### src/design/pvc_pkg.sv
// Shared types, widths and register codes for the position-to-velocity command block.
// Used by every module of the block; depends on nothing.
package pvc_pkg;

  localparam int FRAC_BITS  = 16;
  localparam int POS_BITS   = 18;
  localparam int FIFO_DEPTH = 4;

  localparam int DIFF_W = POS_BITS + 1;
  localparam int SQ_W   = 2 * POS_BITS;
  localparam int RAD_W  = 2 * POS_BITS + 2;
  localparam int ROOT_W = POS_BITS + 1;

  localparam int GAIN_W = 16;
  localparam int FAR_W  = 19;
  localparam int SPD_W  = 16;
  localparam int VEL_W  = 17;
  localparam int LIN_W  = GAIN_W + ROOT_W;
  localparam int DD_W   = 2 * ROOT_W;
  localparam int LQ_W   = GAIN_W + 2 * ROOT_W;
  localparam int SHR_W  = LQ_W - 2 * FRAC_BITS;
  localparam int DIV_W  = SPD_W + ROOT_W;

  localparam int IN_DATA_W  = ((6 * POS_BITS + 7) / 8) * 8;
  localparam int OUT_DATA_W = ((3 * VEL_W + 7) / 8) * 8;

  localparam logic [GAIN_W-1:0] GAIN_RST  = 16'd11469;
  localparam logic [GAIN_W-1:0] QUAD_RST  = 16'd6554;
  localparam logic [SPD_W-1:0]  MAX_RST   = 16'd3604;
  localparam logic [FAR_W-1:0]  FAR_RST   = 19'd19661;
  localparam logic [SPD_W-1:0]  SPD_LIMIT = 16'd65535;

  typedef enum logic [1:0] {
    REG_GAIN,
    REG_QUAD,
    REG_MAX,
    REG_FAR
  } pvc_reg_t;

  typedef struct packed {
    logic [GAIN_W-1:0] gain;
    logic [GAIN_W-1:0] quad_coeff;
    logic [SPD_W-1:0]  max_speed;
    logic [FAR_W-1:0]  far_distance;
  } pvc_cfg_t;

  // Distance and difference vector handed from the front to the back.
  typedef struct packed {
    logic [ROOT_W-1:0]           dlen;
    logic [2:0][DIFF_W-1:0]      diff;
  } pvc_item_t;

endpackage

### src/design/pvc_front.sv
// Front end: difference vector, sum of squares and a pipelined integer square root.
// Depends on pvc_pkg.
module pvc_front (
  input  logic                                    clk,
  input  logic                                    rst_n,
  input  logic                                    en,
  input  logic                                    in_valid,
  input  logic [2:0][pvc_pkg::POS_BITS-1:0]       tgt,
  input  logic [2:0][pvc_pkg::POS_BITS-1:0]       cur,
  output logic                                    out_valid,
  output pvc_pkg::pvc_item_t                      out_item
);

  localparam int P  = pvc_pkg::POS_BITS;
  localparam int DW = pvc_pkg::DIFF_W;
  localparam int RW = pvc_pkg::RAD_W;
  localparam int QW = pvc_pkg::ROOT_W;
  localparam int NV = QW + 3;

  logic [NV-1:0]                 v_r;
  logic [2:0][DW-1:0]            diff0_r;
  logic [2:0][DW-1:0]            diff1_r;
  logic [2:0][pvc_pkg::SQ_W-1:0] sq_r;
  logic [RW-1:0]                 rem_r  [0:QW];
  logic [QW-1:0]                 root_r [0:QW];
  logic [2:0][DW-1:0]            dif_r  [0:QW];
  logic [2:0][DW-1:0]            diff_nxt;
  logic [2:0][P-1:0]             mag;
  logic [RW-1:0]                 rad_nxt;

  always_comb begin
    for (int i = 0; i < 3; i++) begin
      diff_nxt[i] = {tgt[i][P-1], tgt[i]} - {cur[i][P-1], cur[i]};
      mag[i] = diff0_r[i][DW-1] ? P'(-diff0_r[i]) : P'(diff0_r[i]);
    end
    rad_nxt = RW'(sq_r[0]) + RW'(sq_r[1]) + RW'(sq_r[2]);
  end

  always_ff @(posedge clk) begin
    if (!rst_n) begin
      v_r <= '0;
    end else if (en) begin
      v_r <= {v_r[NV-2:0], in_valid};
    end
  end

  always_ff @(posedge clk) begin
    if (en) begin
      diff0_r <= diff_nxt;
      for (int i = 0; i < 3; i++) begin
        sq_r[i] <= mag[i] * mag[i];
      end
      diff1_r   <= diff0_r;
      rem_r[0]  <= rad_nxt;
      root_r[0] <= '0;
      dif_r[0]  <= diff1_r;
    end
  end

  // One root bit per stage, most significant first; the remainder holds radicand minus root squared.
  for (genvar k = 0; k < QW; k++) begin : g_sqrt
    localparam int B = QW - 1 - k;
    logic [RW-1:0] trial;
    logic          take;

    always_comb begin
      trial = (RW'(root_r[k]) << (B + 1)) | (RW'(1) << (2 * B));
      take  = rem_r[k] >= trial;
    end

    always_ff @(posedge clk) begin
      if (en) begin
        rem_r[k+1]  <= take ? rem_r[k] - trial : rem_r[k];
        root_r[k+1] <= take ? (root_r[k] | (QW'(1) << B)) : root_r[k];
        dif_r[k+1]  <= dif_r[k];
      end
    end
  end

  assign out_valid     = v_r[NV-1];
  assign out_item.dlen = root_r[QW];
  assign out_item.diff = dif_r[QW];

endmodule

### config.mk
export PLATFORM = sky130hd
export DESIGN_NAME = pvc_front
export DESIGN_NICKNAME = d
export VERILOG_FILES = /design/src/design/pvc_pkg.sv /design/src/design/pvc_front.sv
export SDC_FILE = /design/constraint.sdc
export NUM_CORES = 2
export LEC_CHECK = 0
export BUFFER_PORTS_ARGS = -buffer_cell sky130_fd_sc_hd__buf_2
export CAP_MARGIN = 25
export CORE_ASPECT_RATIO = 1.1
export CORE_MARGIN = 10
export CORE_UTILIZATION = 44
export DETAILED_ROUTE_END_ITERATION = 12
export HOLD_SLACK_MARGIN = 0.1
export PLACE_DENSITY = 0.56
export SYNTH_ARGS = -nofsm -noshare
export SYNTH_HDL_FRONTEND = slang
export SYNTH_SLANG_ARGS = --single-unit
export TNS_END_PERCENT = 5
### constraint.sdc
create_clock -name clk -period 9.9 [get_ports clk]
set_input_delay 2.475 -clock clk [delete_from_list [all_inputs] [get_ports clk]]
set_output_delay 2.475 -clock clk [all_outputs]
set_load 0.005 [all_outputs]
---- Yosys cells after proc, flatten, opt, wreduce, memory -nomap -nowiden ----
Memory sizes are Yosys's and may differ from the RTL's.
Index checks and enable logic that the tools add are counted.
storage, ports and cells
  bits in registers ....................... 244
  RAM bits ................................ 2280
  input port bits ......................... 112
  output and inout port bits .............. 77
  memories ................................ 3
memories
  memory  words  bits a word  rd ports  clocked after Yosys merged registers in  write ports  RTL line         RTL
  dif_r   20     57           20        0                                        20           pvc_front.sv:26  logic [2:0][DW-1:0] dif_r [0:QW];
  rem_r   20     38           19        0                                        20           pvc_front.sv:24  logic [RW-1:0] rem_r [0:QW];
  root_r  20     19           20        0                                        20           pvc_front.sv:25  logic [QW-1:0] root_r [0:QW];
operators by class
  add/sub/neg operators ................... 27
  $mul .................................... 3
  $lt $le $gt $ge ......................... 19
  mux-type cells .......................... 43
operator list
  cell                                                            number
  38-bit 2-to-1 mux                                               19
  18-bit by 18-bit multiplier with 36-bit output                  3
  18-bit 2-to-1 mux                                               4
  18-bit by 18-bit subtractor with 19-bit output                  3
  18-bit negation                                                 3
  37-bit by 36-bit adder with 38-bit output                       1
  38-bit by 20-bit greater-or-equal comparator with 1-bit output  1
  38-bit by 21-bit greater-or-equal comparator with 1-bit output  1
  38-bit by 22-bit greater-or-equal comparator with 1-bit output  1
  38-bit by 23-bit greater-or-equal comparator with 1-bit output  1
  38-bit by 24-bit greater-or-equal comparator with 1-bit output  1
  38-bit by 25-bit greater-or-equal comparator with 1-bit output  1
  38-bit by 26-bit greater-or-equal comparator with 1-bit output  1
  38-bit by 27-bit greater-or-equal comparator with 1-bit output  1
  38-bit by 28-bit greater-or-equal comparator with 1-bit output  1
  38-bit by 29-bit greater-or-equal comparator with 1-bit output  1
  38-bit by 30-bit greater-or-equal comparator with 1-bit output  1
  38-bit by 31-bit greater-or-equal comparator with 1-bit output  1
  38-bit by 32-bit greater-or-equal comparator with 1-bit output  1
  38-bit by 33-bit greater-or-equal comparator with 1-bit output  1
  38-bit by 34-bit greater-or-equal comparator with 1-bit output  1
  38-bit by 35-bit greater-or-equal comparator with 1-bit output  1
  38-bit by 36-bit greater-or-equal comparator with 1-bit output  1
  38-bit by 37-bit greater-or-equal comparator with 1-bit output  1
  39 further kinds                                                41

---- Depth between registers and ports, before layout ----
  depth in word-level cells ............... 3
  mapped depth ............................ 36
  gate-level depth less buffers ........... 32

---- Least setup slack after synthesis ----
Ideal clock, no wire load.
  kind .................................... flip-flop to flip-flop
  start point ............................. register diff0_r[0] in the netlist's numbering
  end point ............................... register sq_r[32] in the netlist's numbering, data pin
  setup time .............................. 0.266 ns
  arrival ................................. 7.923 ns
  required time ........................... 9.634 ns
  path slack .............................. 1.711 ns
  cell stages (with the launch flop) ...... 31
  path buffers ............................ 4
  period minus slack after synthesis ...... 8.189 ns
  cells stage by stage .................... edfxtp_1 > clkbuf_1 > inv_1 > clkbuf_1 > ha_1 > inv_1 > or4_4 > o41ai_4 > xor2_1 > clkbuf_1 > nor2_1 > fa_1 > inv_1 > fa_1 > inv_1 > fa_1 > fa_1 > fa_1 > inv_1 > fa_1 > inv_1 > ha_1 > clkbuf_1 > a21o_1 > a21o_1 > a21o_1 > or4_1 > o221ai_1 > a21oi_1 > o41ai_1 > xnor2_1
on the way
  word-level cells in the longest chain between the ends .. 3
ends and longest elaborated chain
  item                                              RTL line         RTL
  from (decl)                                       pvc_front.sv:21  logic [2:0][DW-1:0] diff0_r;
  from (signal assigned)                            pvc_front.sv:49  diff0_r <= diff_nxt;
  18-bit negation                                   pvc_front.sv:34  mag[i] = diff0_r[i][DW-1] ? P'(-diff0_r[i]) : P'(diff0_r[i]);
  18-bit 2-to-1 mux *                               pvc_front.sv:34
  18-bit by 18-bit multiplier with 36-bit output *  pvc_front.sv:51  sq_r[i] <= mag[i] * mag[i];
  to (signal, indexed assignment)                   pvc_front.sv:51
  to (decl)                                         pvc_front.sv:23  logic [2:0][pvc_pkg::SQ_W-1:0] sq_r;
Mark *: on every way between the ends. The rest lies on a longest branch, timed or not.
A chain may end at the register's enable or synchronous reset.

---- Worst setup path after layout ----
  start point ............................. register diff0_r[1] in the netlist's numbering
  end point ............................... register sq_r[32] in the netlist's numbering, data pin
The elaborated chain is that of the path after synthesis.

==> flow_summary.json <==
{
  "worst-path-max-fanout": 13,
  "layout_common_cells": "edfxtp_1 (2,268), inv_1 (1,326), fa_1 (694)",
  "slew_viol_final": 0,
  "finalCritPeriodShare": 0.9079,
  "dr.first_iter.drc_count": 3400,
  "numPortBuffers": 188,
  "arrival_ns": 9.57,
  "seq_area_frac_synth": 0.5922,
  "crit_required_ns": 10.48,
  "drv_cap": 0,
  "period_needed_ns": 8.988,
  "track_usage": 0.1544,
  "crit_path_top_delay_cell": "or4_1",
  "worst_pin_slew_ns": 1.145,
  "critPathKind": "reg2reg",
  "via_per_inst": 4.961,
  "cp_slowest_stage_delay_ns": 0.58,
  "syn_area_per_cell_um2": 13.73,
  "status": "complete, no violations",
  "postRouteAntennaNets": 0,
  "synth_seq_cells": 2290,
  "cts_tree": "yes",
  "die_h_um": 558.0,
  "grt_pass1_wl_um": 350300,
  "final_nets": 10262,
  "synth_largest_area_cell": "edfxtp_1",
  "h-tree-depth": 4,
  "drive_gt1_frac": 0.07957,
  "startpoint_type": "flop",
  "holdWs_ns": 0.3380,
  "fillers": 22567,
  "min_from": "dif_r[0][16]",
  "die_width_um": 509.0,
  "cts-root-buf": "clkbuf_16",
  "vias": 62046,
  "rsz0062_at_grt": "false",
  "numCtsBuffers": 231,
  "dpl.hpwl_um": 164500,
  "worstSetupEndpointType": "flop",
  "synth_edf_count": 2268,
  "wl_per_cell_um": 17.53,
  "clock-skew-final_ns": 0.07829,
  "syn_area_mm2": 0.1158,
  "cp_num_buf_inv": 7,
  "fmax_mhz": 111.3,
  "synth_top_area_share": 0.5884,
  "place.gp.congestion": 0.8913,
  "maxSlewHeadroom": 0.2364,
  "grt_pass1_vias": 65846,
  "wirelength_um": 219300,
  "yosys_warnings": 0,
  "die_area_mm2": 0.2840,
  "cts_setup_buffers": 0,
  "hold_path_class": "reg2reg",
  "clock-sinks": 2290,
  "ctsHoldBuffers": 0,
  "syn_to_final_growth_pct": 11.50,
  "ctsResizeCount": 0,
  "crit_start": "diff0_r[1]",
  "final_common_cell": "edfxtp_1",
  "initial_core_util": 0.4422,
  "cts_max_path_buffers": 4,
  "clock_latency_ns": 0.88,
  "yosysUniqueCellTypes": 86,
  "rows": 197,
  "clkTransAtPathRegs_ns": 0.06,
  "tns_ns": 0,
  "synth.area.top_cells": "edfxtp_1 (59%), fa_1 (12%), ha_1 (6.7%), inv_1 (4.3%), xnor2_1 (2.3%)",
  "gr-total-overflow": 0,
  "core_mm2": 0.2618,
  "utilization": 0.4931,
  "setup_viol": 0,
  "cp_top_family": "adder cells",
  "antenna_found_initial": 4,
  "dr.pass1.iters": 6,
  "io_pins": 189,
  "seq_area_mm2": 0.06855,
  "synth_flop_cell": "edfxtp_1",
  "syn_inst": 8429,
  "reg2reg_from": "diff0_r[1]",
  "multi_input_area_mm2": 0.04178,
  "crit_top_cell": "inv_1",
  "async_reset_ff_frac": 0,
  "remaining_drc_errors": 0,
  "hold_viol_final": 0,
  "grt_start_max_net_pins": 209
}
## state kept, by name (all words and copies together), names as in the netlist
| name | count |
|---|---|
| dif_r | 1140 |
| rem_r | 722 |
| root_r | 190 |
| sq_r | 102 |
| diff0_r | 57 |
| diff1_r | 57 |
| v_r | 22 |
## cells in the mapped netlist (all sizes together), types with 22 or more instances
cell    count
a21oi     289
nand4      53
xor2      205
o21a       69
dfxtp      22
nand2b     64
fa        694
nor3      135
inv      1333
nand3      81
xnor2     303
ha        620
a21o      120
or3        47
mux2       30
o21bai     31
a31oi      28
and3       27
edfxtp   2268
mux2i      30
or4        39
a21boi     22
nand2     536
clkbuf     97
nor2      517
o21ai     237
a211oi     34
nor2b      72
o31ai      52
nor4      101
## worst register-to-register path: stages, from the launching register on
cell      delay, ns
edfxtp_1       0.51
or4_1          0.58
or2_2          0.31
o41ai_1        0.32
xnor2_1        0.43
inv_1          0.58
nor2_1         0.37
inv_1          0.10
fa_1           0.52
inv_1          0.06
fa_1           0.53
inv_1          0.05
fa_1           0.50
inv_1          0.06
fa_1           0.39
fa_1           0.53
inv_1          0.07
fa_1           0.57
inv_1          0.05
ha_1           0.39
a21o_1         0.22
a21o_1         0.18
a21o_1         0.18
or4_1          0.41
o221ai_1       0.27
a21oi_1        0.16
o41ai_1        0.34
xnor2_1        0.10
## worst paths after layout
path / to / slack (ns) / depth (start not counted)
setup / recovery: sq_r[32] / 0.91 / 27
hold / removal: dif_r[1][16] / 0.34 / 0
setup reg to reg: sq_r[32] / 0.91 / 27
hold reg to reg: dif_r[1][16] / 0.34 / 0
## kinds of logic (layout without fill, tap and decap cells)
family | count (synthesis) | count (layout) | synth area share
DFF | 2290 | 2290 | 0.5922
and+or+nand+nor | 1783 | 1783 | 0.07341
buffers and inverters | 1460 | 2052 | 0.04749
adders and majority gates | 1314 | 1314 | 0.1870
AOI/OAI and AO/OA | 1013 | 1013 | 0.05585
xor gates and xnor gates | 508 | 508 | 0.03850
muxes | 60 | 60 | 0.005513
other | 1 | 4 | 0.00003240
## stage by stage
step                setup WS [ns]  std cells  instance area [µm²]
global placement           0.8558      12080               121500
CTS                        0.8069      12501               129000
detailed placement         0.8077      12081               121500
global route               0.2429      12506               129100
floorplan                   1.711       8431               115800
finish                     0.9118      12506               129100
## layer usage
metal / GRT usage / part of all wire / up-vias
met5: 0 / 0 / -
li1: - / - / 30149
met1: 0.1741 / 0.39 / 30521
met3: 0.02157 / 0.033 / 432
met2: 0.2921 / 0.54 / 944
met4: 0.06175 / 0.042 / 0
## final cells by class
| class | instances | share of cell area |
|---|---|---|
| Sequential cell | 2290 | 0.5311 |
| Clock buffer | 279 | 0.04651 |
| Clock inverter | 141 | 0.01141 |
| Antenna cell | 1 | 0.00001939 |
| Tap cell | 3482 | 0.03376 |
| Inverter | 1345 | 0.03912 |
| Multi-Input combinational cell | 4681 | 0.3237 |
| Timing Repair Buffer | 287 | 0.01441 |
Power is not shown: default switching activity piles up to over one toggle a cycle in this logic, so the estimate is an artifact.
