`src/design/pvc_pkg.sv`:
```
// Shared types, widths and register codes for the position-to-velocity command block.
// Used by every module of the block; depends on nothing.
package pvc_pkg;

  localparam int FRAC_BITS  = 16;
  localparam int POS_BITS   = 18;
  localparam int FIFO_DEPTH = 4;

  localparam int DIFF_W = POS_BITS + 1;
  localparam int SQ_W   = 2 * POS_BITS;
  localparam int RAD_W  = 2 * POS_BITS + 2;
  localparam int ROOT_W = POS_BITS + 1;

  localparam int GAIN_W = 16;
  localparam int FAR_W  = 19;
  localparam int SPD_W  = 16;
  localparam int VEL_W  = 17;
  localparam int LIN_W  = GAIN_W + ROOT_W;
  localparam int DD_W   = 2 * ROOT_W;
  localparam int LQ_W   = GAIN_W + 2 * ROOT_W;
  localparam int SHR_W  = LQ_W - 2 * FRAC_BITS;
  localparam int DIV_W  = SPD_W + ROOT_W;

  localparam int IN_DATA_W  = ((6 * POS_BITS + 7) / 8) * 8;
  localparam int OUT_DATA_W = ((3 * VEL_W + 7) / 8) * 8;

  localparam logic [GAIN_W-1:0] GAIN_RST  = 16'd11469;
  localparam logic [GAIN_W-1:0] QUAD_RST  = 16'd6554;
  localparam logic [SPD_W-1:0]  MAX_RST   = 16'd3604;
  localparam logic [FAR_W-1:0]  FAR_RST   = 19'd19661;
  localparam logic [SPD_W-1:0]  SPD_LIMIT = 16'd65535;

  typedef enum logic [1:0] {
    REG_GAIN,
    REG_QUAD,
    REG_MAX,
    REG_FAR
  } pvc_reg_t;

  typedef struct packed {
    logic [GAIN_W-1:0] gain;
    logic [GAIN_W-1:0] quad_coeff;
    logic [SPD_W-1:0]  max_speed;
    logic [FAR_W-1:0]  far_distance;
  } pvc_cfg_t;

  // Distance and difference vector handed from the front to the back.
  typedef struct packed {
    logic [ROOT_W-1:0]           dlen;
    logic [2:0][DIFF_W-1:0]      diff;
  } pvc_item_t;

endpackage

```
`src/design/pvc_fifo.sv`:
```
// Short queue of front-end results between the front and the back end.
// Depends on pvc_pkg for the item type.
module pvc_fifo #(
  parameter int DEPTH = pvc_pkg::FIFO_DEPTH
) (
  input  logic               clk,
  input  logic               rst_n,
  input  logic               push,
  input  pvc_pkg::pvc_item_t push_item,
  input  logic               pop,
  output logic               not_empty,
  output logic               full,
  output pvc_pkg::pvc_item_t head
);

  localparam int PW = $clog2(DEPTH);
  localparam int CW = $clog2(DEPTH + 1);

  pvc_pkg::pvc_item_t mem_r [DEPTH];
  logic [PW-1:0]      wr_ptr_r, rd_ptr_r;
  logic [CW-1:0]      cnt_r;

  always_ff @(posedge clk) begin
    if (!rst_n) begin
      wr_ptr_r <= '0;
      rd_ptr_r <= '0;
      cnt_r    <= '0;
    end else begin
      if (push) begin
        wr_ptr_r <= (wr_ptr_r == PW'(DEPTH - 1)) ? '0 : wr_ptr_r + 1'b1;
      end
      if (pop) begin
        rd_ptr_r <= (rd_ptr_r == PW'(DEPTH - 1)) ? '0 : rd_ptr_r + 1'b1;
      end
      if (push && !pop) begin
        cnt_r <= cnt_r + 1'b1;
      end else if (pop && !push) begin
        cnt_r <= cnt_r - 1'b1;
      end
    end
  end

  always_ff @(posedge clk) begin
    if (push) begin
      mem_r[wr_ptr_r] <= push_item;
    end
  end

  assign not_empty = cnt_r != '0;
  assign full      = cnt_r == CW'(DEPTH);
  assign head      = mem_r[rd_ptr_r];

endmodule

```
`config.mk`:
```
export PLATFORM = sky130hd
export DESIGN_NAME = pvc_fifo
export DESIGN_NICKNAME = d
export VERILOG_FILES = /design/src/design/pvc_pkg.sv /design/src/design/pvc_fifo.sv
export SDC_FILE = /design/constraint.sdc
export NUM_CORES = 1
export LEC_CHECK = 0
export BUFFER_PORTS_ARGS = -buffer_cell sky130_fd_sc_hd__buf_4
export CORE_ASPECT_RATIO = 0.75
export CORE_MARGIN = 2
export CORE_UTILIZATION = 50
export CTS_CLUSTER_SIZE = 25
export DETAILED_ROUTE_END_ITERATION = 6
export HOLD_SLACK_MARGIN = 0.15
export PLACE_DENSITY = 0.79
export SLEW_MARGIN = 10
export SYNTH_ARGS = -nofsm -noshare
export SYNTH_HDL_FRONTEND = slang
export SYNTH_SLANG_ARGS = --single-unit
```
`constraint.sdc`:
```
create_clock -name clk -period 2.5 [get_ports clk]
set_input_delay 0.125 -clock clk [delete_from_list [all_inputs] [get_ports clk]]
set_output_delay 0.125 -clock clk [all_outputs]
set_load 0.02 [all_outputs]
```
# Word-level counts from Yosys, hierarchy flattened
# Memories as Yosys holds them, arrays and structs flattened. A register that Yosys moved wholly into a read port is not among the register bits.
# Index checks and enable logic that the tools add are counted.
[totals]
latch_bits = 0
output_inout_bits = 78
memories = 1
register_bits = 7
ramBits = 304
romBits = 0
[op_classes]
add_sub_neg = 4
eq_ne = 3
n_reduce_logical = 6
mux = 8
magnitude_cmp = 0
n_div = 0
n_mul = 0
shifts = 0
n_bitwise = 0
[memory_table]
columns = ["name", "words", "width", "read_ports", "rd_ports_with_merged_regs", "write_ports", "line", "rtl"]
rows = [
  ["mem_r", 4, 76, 1, 1, 1, "pvc_fifo.sv:19", "pvc_pkg::pvc_item_t mem_r [DEPTH];"],
]
[ops]
columns = ["op", "count"]
rows = [
  ["two-way mux 2 bit", 4],
  ["two-way mux 3 bit", 2],
  ["adder 2 x 1 -> 2 bit, second input constant", 2],
  ["== test 2 bit, second input constant", 2],
  ["adder 3 x 1 -> 3 bit, second input constant", 1],
  ["== test 3 bit, second input constant", 1],
  ["nonzero test 3 bit", 1],
  ["subtractor 3 x 1 -> 3 bit, second input constant", 1],
  ["logical AND 1 bit", 2],
  ["zero test 1 bit", 2],
  ["two-way mux 1 bit", 2],
  ["nonzero test 2 bit", 1],
]

# Logic depth before layout (Yosys ltp)
# Gate-level depths: netlist of the first run.
[logic_depth]
word_depth = 4
depth_mapped = 7
ltp_nobuf = 7

# Worst setup path before layout of the first run
# No wires, ideal clock.
[synth_path]
path_kind = "reg2reg"
start = "register wr_ptr_r[0]"
end = "memory mem_r[3][0] (netlist name) (enable)"
n_path_buf = 0
setup_ps = 442
period_less_slack_ps = 2764
path_slack_ps = -264
required_time_ps = 2058
t_arrival_ps = 2322
stages_incl_launch_ff = 3
cell_sequence = "dfxtp_1 ha_1 and2_1"
[synth_lines]
columns = ["element", "line", "rtl"]
rows = [
  ["from (decl)", "pvc_fifo.sv:20", "logic [PW-1:0] wr_ptr_r, rd_ptr_r;"],
  ["from (signal assigned)", "pvc_fifo.sv:30", "wr_ptr_r <= (wr_ptr_r == PW'(DEPTH - 1)) ? '0 : wr_ptr_r + 1'b1;"],
  ["to (decl)", "pvc_fifo.sv:19", ""],
]
# No word-level cell before the write port.

==> results_dict.tcl, run 1 <==
set metrics [dict create \
    endpoint_kind "output pin" \
    max_freq_mhz 441 \
    drv_slew 0 \
    grt_pass1_vias 5823 \
    critPathLaunchType "flop" \
    worst_ep_required_time_ns 2.38 \
    wl_um 22400 \
    yosysTopAreaCellShare_pct 79.6 \
    worstRegToRegCells 4 \
    antenna_left 0 \
    placed_area_mm2 0.0130 \
    synth_cells 441 \
    max-slew-margin-rel_pct 61.7 \
    antenna_found_initial 1 \
    grt_overflow_total 0 \
    tightest_slew_ns 0.574 \
    setup_viol 0 \
    start_util_pct 51.5 \
    design.final.nets 795 \
    setup_tns_ns 0 \
    stdcell_area_mm2 0.0148 \
    cap_violations 0 \
    fin_ws_ns 0.234 \
    synth_cell_type_count 23 \
    post-route-drc-count 0 \
    core_mm2 0.0223 \
    final_common_cell "edfxtp_1" \
    wl_per_cell_um 21.8 \
    hpwl_um 12500 \
    fin_crit_sh_pct 90.6 \
    drtPass1Iterations 4 \
    synth.avg_cell_area_um2 26.0 \
    finalCriticalPeriod_ns 2.27 \
    htree_levels 1 \
    synth_top_area_cell "edfxtp_1" \
    die-area_mm2 0.0242 \
    syn2layout_area_growth_pct 29.4 \
    min_to "mem_r[1][13]" \
    powerDensity_mw_per_mm2 802 \
    ys_seq_area_share_pct 81.2 \
    critPathMaxFanout 12 \
    via_per_inst 5.39 \
    clk_pin_slew_ns 0.06 \
    syn-cell-area_mm2 0.0115 \
    grt_max_degree 40 \
    rrSetupSlack_ns 0.81 \
    portBuffers 157 \
    hold_viol 0 \
    fillers 1376 \
    multi_input_area_mm2 0.00199 \
    hold_class "in2reg" \
    ys_ff_latch 313 \
    clockBufferDepth 3 \
    hold_path_startpoint "push_item[13]" \
    worstSetupPathType "reg2out" \
    synth.area.top_cells "edfxtp_1 (80%), mux4_2 (15%), dfxtp_1 (1.6%)" \
    hold_depth 2 \
    post_route_cells_drive_above_1_share_pct 40.8 \
    pre_cts_slack_ns 0.656 \
    cts_buffers 30 \
    track_usage_pct 18.8 \
    placement_rows 47 \
    num_vias 5529 \
    worstReg2RegStart "wr_ptr_r[0]" \
    clock_latency_ns 0.55 \
    grt_pass1_wl_um 33600 \
    whs_ns 0.316 \
    place.gp.congestion 0.774 \
    cts-resized-gates 0 \
    cts-root-buf "clkbuf_16" \
    die_w_um 179 \
    synth_fp_nets 528 \
    io_pins 158 \
    p_leak_uw 0.00509 \
    vdd_drop_max_uv 572 \
    finalClockSkew_ns 0.00851 \
    die_y_um 135 \
    tritoncts "done" \
    worstPathArrival_ns 2.14 \
    ys_warn_count 0 \
    drtIter0Drc 471 \
    rsz0062_at_grt "no" \
    r2r-end "mem_r[2][38]" \
    status "completed" \
    cts_sinks 313 \
    layout_common_cells "edfxtp_1 (304), buf_4 (165), dlygate4sd3_1 (80)" \
    seq_area_mm2 0.00932 \
]
==> where the power goes <==
group,switching (µW),total (µW),internal [µW]
sequential,82.9,6090,6010
clock,1860,4440,2580
combinational,697,1370,675
total,2650,11900,9260
==> through the flow <==
step           util [%]  power, µW  std cells
2_1_floorplan         -       6900        441
3_3_place_gp       58.5       7420        889
3_5_place_dp       58.5       7470        889
4_1_cts            66.5      12000       1024
5_1_grt            66.6      12300       1026
6_report           66.6      11900       1026
==> cells by family (layout without fill, tap and decap cells) <==
family	after synthesis	after routing	synth area share [%]
flip-flops	313	313	81.2
multiplexers	80	80	15.3
buffers and inverters	21	311	1.61
AND/OR/NAND/NOR	15	15	0.796
adder cells (fa/ha/maj)	7	7	0.829
AO/OA/AOI/OAI	3	3	0.175
XOR/XNOR	2	2	0.153
other	0	1	0
==> metal layers <==
| layer | track usage (%) | wire [µm] |
|---|---|---|
| met2 | 31.6 | 11100 |
| met5 | 0 | 0 |
| met1 | 24.8 | 9140 |
| met3 | 5.08 | 1740 |
| met4 | 4.16 | 433 |
==> worst max-delay path: stages, from the launching register on <==
cell and delay [ns]:
dfxtp_4 0.54, buf_4 0.31, mux4_2 0.56, buf_4 0.18
==> state kept, by name, indices dropped and copies added (netlist names), named ones only <==
name      flops
wr_ptr_r      2
mem_r       304
rd_ptr_r      2
cnt_r         3
==> timing repair <==
| action | CTS | global route |
|---|---|---|
| buffers inserted | 0 | 1 |
| hold buffers | 80 | 0 |
| hold endpoints to repair | 313 | 0 |
| setup endpoints to repair | 0 | 3 |
==> Yosys cell counts <==
cell and n:
edfxtp_1 304, o21a_1 1, buf_4 3, buf_2 5
nor2_1 1, a21boi_0 1, mux2i_1 4, nor3b_1 1
nor2b_1 5, buf_6 1, fa_1 1, xnor2_1 1
buf_1 3, inv_1 4, xor2_1 1, nor3_1 1
o21ai_0 1, buf_12 5, mux4_2 76, or3_1 2
and2_1 5, ha_1 6, dfxtp_1 9
==> how the worst max path moves through the flow <==
stage | start | end | slack [ns] | cells past startpoint
after CTS | flop | head[8] | 0.07 | 3
after global routing | flop | head[28] | 0.14 | 3
after detailed placement | flop | head[19] | 0.66 | 3
after floorplan | wr_ptr_r[0] | mem_r[3][0] | 0.56 | 2
after global placement | flop | head[19] | 0.67 | 3
final | flop | head[28] | 0.23 | 3
==> layout make-up <==
cell class | instances | area share (%)
antenna | 1 | 0.0169
inverter | 4 | 0.101
timing repair buffer | 252 | 14.7
sequential | 313 | 62.8
tap | 294 | 2.48
clock buffer | 36 | 5.35
multi-input combinational | 107 | 13.4
clock inverter | 19 | 1.25
(Power assumes the default switching activity.)
==> run 2, diff against run 1 <==
--- a/config.mk
+++ b/config.mk
@@ -5,6 +5,7 @@
 export SDC_FILE = /design/constraint.sdc
 export NUM_CORES = 1
 export LEC_CHECK = 0
+export ABC_AREA = 1
 export BUFFER_PORTS_ARGS = -buffer_cell sky130_fd_sc_hd__buf_4
 export CORE_ASPECT_RATIO = 0.75
 export CORE_MARGIN = 2
@@ -12,7 +13,7 @@
 export CTS_CLUSTER_SIZE = 25
 export DETAILED_ROUTE_END_ITERATION = 6
 export HOLD_SLACK_MARGIN = 0.15
-export PLACE_DENSITY = 0.79
+export PLACE_DENSITY = 0.78
 export SLEW_MARGIN = 10
 export SYNTH_ARGS = -nofsm -noshare
 export SYNTH_HDL_FRONTEND = slang
==> run 2 against run 1 <==
  * Fmax shrank 3.4%
  * Utilization shrank 1.5 points
  * First-iteration DRC count rose by 61%
  * Critical path depth grew 1
  * Total power decreased by 0.33%
  * Sequential share of layout area fell by 0.85 points
  * Register-to-register slack worse by 0.13 ns
  * Synthesized cell count increased by 80%
  * Sequential power about the same
  * Clock skew fell by 0.0019 ns
  * Die area is 3.3% higher
==> results_dict.tcl, run 2 <==
set metrics [dict create \
    setup_viol 0 \
    antenna_found_initial 0 \
    fin_crit_sh_pct 93.9 \
    synth.avg_cell_area_um2 14.9 \
    worstPathArrival_ns 2.22 \
    cts-root-buf "clkbuf_16" \
    ys_seq_area_share_pct 78.5 \
    synth_fp_nets 882 \
    max-slew-margin-rel_pct 61.3 \
    cts_buffers 28 \
    synth_cell_type_count 27 \
    slowest_stage "buf_6" \
    die_w_um 182 \
    r2r-end "mem_r[0][1]" \
    clk_pin_slew_ns 0.06 \
    min_to "mem_r[0][61]" \
    max_freq_mhz 426 \
    crit_path_max_incr_delay_ns 0.44 \
    hold_depth 2 \
    crit_buf_inv 2 \
    tightest_slew_ns 0.579 \
    wl_per_cell_um 19.7 \
    dp_cells 1222 \
    yosysMostFrequentCell "edfxtp_1" \
    critPathLaunchType "flop" \
    grt_use_met3_pct 3.17 \
    cp.depth 4 \
    drtIter0Drc 756 \
    placement_rows 48 \
    finalClockSkew_ns 0.00662 \
    instances_no_fill 1353 \
    cts_sinks 313 \
    top_regs "mem_r (304), cnt_r (3)" \
    tritoncts "done" \
    ys_warn_count 0 \
    synth_cells 795 \
    whs_ns 0.335 \
    synth_ff_type "edfxtp_1" \
    cap_violations 0 \
    powerDensity_mw_per_mm2 789 \
    htree_levels 1 \
    clockBufferDepth 3 \
    hpwl_um 14500 \
    worstSetupPathType "reg2out" \
    crit_chain "buf_6 > o21ai_0 > o22ai_1 > buf_4" \
    die_y_um 137 \
    post-route-drc-count 0 \
    wl_um 26600 \
    grt_pass1_vias 7243 \
    finalCriticalPeriod_ns 2.35 \
    hold_viol 0 \
    drtPass1Iterations 5 \
    design.final.nets 1119 \
    place.gp.congestion 0.739 \
    start_util_pct 51.3 \
    final_common_cell "edfxtp_1" \
    post_route_cells_drive_above_1_share_pct 23.6 \
    portBuffers 157 \
    synth_top_area_cell "edfxtp_1" \
    p_leak_uw 0.00535 \
    async_flop_share_pct 0 \
    vdd_drop_max_uv 470 \
    worstRegToRegCells 5 \
    synth_commonest_cells "edfxtp_1 (304), o21ai_0 (151), nor2_1 (145)" \
    syn2layout_area_growth_pct 26.9 \
    syn-cell-area_mm2 0.0119 \
    grt_pass1_wl_um 39800 \
    grtUsageMet2_pct 35.7 \
    track_usage_pct 20.7 \
    endpoint_kind "output pin" \
    hold_class "in2reg" \
    worst_ep_required_time_ns 2.38 \
    top_usage_layer "met2" \
    via_per_inst 5.52 \
    clock_latency_ns 0.53 \
    rsz0062_at_grt "no" \
    synth-edff-count 304 \
    yosysTopAreaCellShare_pct 77.0 \
    io_pins 158 \
    hold_path_startpoint "push_item[61]" \
    cp_top_family "buffers and inverters" \
    status "completed" \
    core_mm2 0.0231 \
    num_antenna_cells 0 \
    grtUsageMet1_pct 28.3 \
    synth.area.top_cells "edfxtp_1 (77%), o21ai_0 (6.4%), nor2_1 (4.6%)" \
    ys_ff_latch 313 \
    antenna_left 0 \
    largest_reg_flops 304 \
    setup_tns_ns 0 \
    drv_slew 0 \
    critPathMaxFanout 76 \
    die-area_mm2 0.0250 \
    worstReg2RegStart "wr_ptr_r[0]" \
    grt_overflow_total 0 \
    num_vias 7473 \
    grt_max_degree 153 \
    layout_common_cells "edfxtp_1 (304), buf_4 (166), o21ai_0 (151)" \
    largest_register "mem_r" \
    rrSetupSlack_ns 0.68 \
]
-- run 2: cells by family (layout without fill, tap and decap cells) --
group,count (synthesis),in the layout,share of synthesized area (%)
flip-flops,313,313,78.5
AND/OR/NAND/NOR,175,175,5.94
buffers and inverters,65,323,3.70
XOR/XNOR,1,1,0.0739
AO/OA/AOI/OAI,234,234,10.9
adder cells (fa/ha/maj),7,7,0.802
-- run 2: how the worst max path moves through the flow --
| stage | startpoint | to | slack (ns) |
|---|---|---|---|
| detailed placement | wr_ptr_r[0] | mem_r[0][1] | 0.63 |
| floorplan | wr_ptr_r[0] | mem_r[3][0] | 0.007 |
| CTS | flop | head[69] | 0.05 |
| finish | flop | head[69] | 0.15 |
| global placement | wr_ptr_r[0] | mem_r[0][1] | 0.66 |
| global route | flop | head[22] | 0.07 |
-- run 2: routing by layer --
metal | vias up | wire length (µm)
met5 | - | 0
met4 | 0 | 415
met3 | 29 | 1950
met2 | 311 | 13000
met1 | 3674 | 11300
li1 | 3459 | -
-- run 2: timing repair --
item / 4_1_cts / 5_1_grt
setup endpoints to repair: 1 / 2
resized for setup: 1 / 2
endpoints found under the hold margin: 313 / 0
buffers inserted: 0 / 0
gates cloned: 0 / 1
hold buffers: 79 / 0
-- run 2: area by class of cell --
type | instances | area, µm²
clock buffer | 39 | 803
clock inverter | 12 | 108
fill | 1604 | 8080
inverter | 16 | 73.8
multi-input combinational | 417 | 2110
sequential | 313 | 9310
tap | 300 | 375
timing repair buffer | 256 | 2260
-- run 2: report_power, final --
part | leakage, µW | switching [µW] | internal (µW) | total [µW]
Combinational | 0.00202 | 959 | 618 | 1580
Clock | 0.000456 | 1790 | 2440 | 4230
Sequential | 0.00287 | 62.6 | 5990 | 6060
Total | 0.00535 | 2810 | 9050 | 11900
-- run 2: through the flow --
stage               area (µm²)  worst slack (ns)  total power, µW  utilization (%)
finish                   15000             0.154            11900             65.0
global placement         13300             0.657             7580             57.5
floorplan                11900           0.00660             6980                -
detailed placement       13300             0.633             7610             57.5
CTS                      15000            0.0505            11900             64.9
global route             15000            0.0725            12200             65.0
==> run 3, diff against run 2 <==
--- a/config.mk
+++ b/config.mk
@@ -5,15 +5,16 @@
 export SDC_FILE = /design/constraint.sdc
 export NUM_CORES = 1
 export LEC_CHECK = 0
-export ABC_AREA = 1
 export BUFFER_PORTS_ARGS = -buffer_cell sky130_fd_sc_hd__buf_4
+export CELL_PAD_IN_SITES_DETAIL_PLACEMENT = 1
+export CELL_PAD_IN_SITES_GLOBAL_PLACEMENT = 1
 export CORE_ASPECT_RATIO = 0.75
 export CORE_MARGIN = 2
-export CORE_UTILIZATION = 50
+export CORE_UTILIZATION = 45
 export CTS_CLUSTER_SIZE = 25
 export DETAILED_ROUTE_END_ITERATION = 6
 export HOLD_SLACK_MARGIN = 0.15
-export PLACE_DENSITY = 0.78
+export PLACE_DENSITY = 0.8
 export SLEW_MARGIN = 10
 export SYNTH_ARGS = -nofsm -noshare
 export SYNTH_HDL_FRONTEND = slang
==> run 3 against run 2 <==
  * Sequential cell count is the same
  * Sequential share of layout area grew 0.94 points
  * Die area grew 7.3%
  * Sequential power grew 0.7%
  * Non-clock buffer count shrank 5
  * Combinational power shrank 11%
  * Final area shrank 1.5%
  * Critical path type unchanged
  * Critical endpoint is now head[38]
  * First-iteration DRC count shrank 56%
==> results_dict.tcl, run 3 (synthesis gave the netlist of run 1 again) <==
set metrics [dict create \
    grt_max_degree 40 \
    tritoncts "done" \
    fin_crit_sh_pct 89.6 \
    powerDensity_mw_per_mm2 784 \
    endpoint_kind "output pin" \
    clock_latency_ns 0.53 \
    cts-root-buf "clkbuf_16" \
    hpwl_um 15200 \
    critPathMaxFanout 20 \
    grt_pass1_vias 6417 \
    drtPass1Iterations 4 \
    place.gp.congestion 0.772 \
    antenna_found_initial 0 \
    worstReg2RegStart "wr_ptr_r[1]" \
    core_mm2 0.0250 \
    post-route-drc-count 0 \
    die-area_mm2 0.0268 \
    crit_path_max_incr_delay_ns 0.57 \
    wl_per_cell_um 23.4 \
    worst_ep_required_time_ns 2.38 \
    clockBufferDepth 3 \
    via_per_inst 5.21 \
    track_usage_pct 19.1 \
    final_common_cell "edfxtp_1" \
    design.final.nets 793 \
    worstPathArrival_ns 2.12 \
    status "completed" \
    max_freq_mhz 446 \
    wl_um 24900 \
    multi_input_area_mm2 0.00199 \
    clk_pin_slew_ns 0.06 \
    finalCriticalPeriod_ns 2.24 \
    p_leak_uw 0.00505 \
    cp_top_family "multiplexers" \
    rsz0062_at_grt "no" \
    fillers 2099 \
    post_route_cells_drive_above_1_share_pct 39.9 \
    num_vias 5550 \
    cts_sinks 313 \
    finalClockSkew_ns 0.0182 \
    placement_rows 50 \
    start_util_pct 45.8 \
    slowest_stage "mux4_2" \
    seq_area_mm2 0.00932 \
    drtIter0Drc 333 \
    cts_buffers 29 \
    hold_path_startpoint "push_item[21]" \
    htree_levels 1 \
    die_y_um 142 \
    rrSetupSlack_ns 0.70 \
    setup_viol 0 \
    hold_class "in2reg" \
    die_w_um 188 \
    syn2layout_area_growth_pct 29.2 \
    crit_buf_inv 2 \
    max-slew-margin-rel_pct 67.9 \
    tightest_slew_ns 0.481 \
    drv_slew 0 \
    cap_violations 0 \
    crit_chain "buf_12 > mux4_2 > buf_4" \
    hold_viol 0 \
    layout_common_cells "edfxtp_1 (304), buf_4 (162), dlygate4sd3_1 (80)" \
    setup_tns_ns 0 \
    num_antenna_cells 0 \
    grt_pass1_wl_um 38300 \
    worstSetupPathType "reg2out" \
    largest_register "mem_r" \
    grt_overflow_total 0 \
    fin_util_pct 59.2 \
    antenna_left 0 \
    io_pins 158 \
    cts-resized-gates 0 \
    critPathLaunchType "flop" \
    portBuffers 157 \
    vdd_drop_max_uv 518 \
    largest_reg_flops 304 \
    top_regs "mem_r (304), cnt_r (3)" \
]
-- run 3: per-layer routing --
layer	up-vias	track usage (%)	part of all wire [%]
met5	-	0	0
met4	0	4.11	1.8
met3	43	4.61	6.3
met2	185	32.8	50
met1	2907	25.2	42
li1	2415	-	-
-- run 3: stage by stage --
| stage | std cells | worst slack (ns) | instance area, µm² | total power [µW] | hold WS, ns |
|---|---|---|---|---|---|
| 3_3_place_gp | 932 | 0.656 | 13100 | 7430 | 0.323 |
| 5_1_grt | 1065 | 0.153 | 14800 | 12000 | 0.324 |
| 6_report | 1065 | 0.260 | 14800 | 11600 | 0.337 |
| 2_1_floorplan | 441 | 0.564 | 11500 | 6900 | 0.224 |
| 3_5_place_dp | 932 | 0.633 | 13100 | 7510 | 0.328 |
| 4_1_cts | 1064 | 0.0548 | 14800 | 11700 | 0.311 |
-- run 3: worst register-to-register path, delay by kind of cell, from the launching register on --
family | cells | cell delay (ns)
adder cells (fa/ha/maj) | 1 | 0.15
buffers and inverters | 2 | 0.52
flip-flops | 1 | 0.35
AND/OR/NAND/NOR | 1 | 0.45
-- run 3: layout make-up --
type	instances	share of cell area (%)
clock inverter	16	0.827
inverter	4	0.101
multi-input combinational	107	13.4
clock buffer	36	5.07
tap	338	2.85
sequential	313	62.9
timing repair buffer	251	14.9
-- run 3: path summary, 6_finish.rpt --
path              cells past startpoint      endpoint
hold / removal                        2  mem_r[3][21]
setup / recovery                      3      head[38]
setup reg to reg                      4  mem_r[1][53]
hold reg to reg                       2      cnt_r[2]
-- run 3: power by group --
group / internal, µW / leakage [µW] / switching (µW) / total (µW)
Combinational: 681 / 0.00175 / 718 / 1400
Sequential: 6010 / 0.00287 / 87.6 / 6100
Clock: 2320 / 0.000426 / 1790 / 4120
-- run 3: timing repair --
item / CTS / global route
hold buffers: 80 / 0
endpoints found under the hold margin: 313 / 0
setup endpoints to repair: 0 / 4
setup buffers: 0 / 1
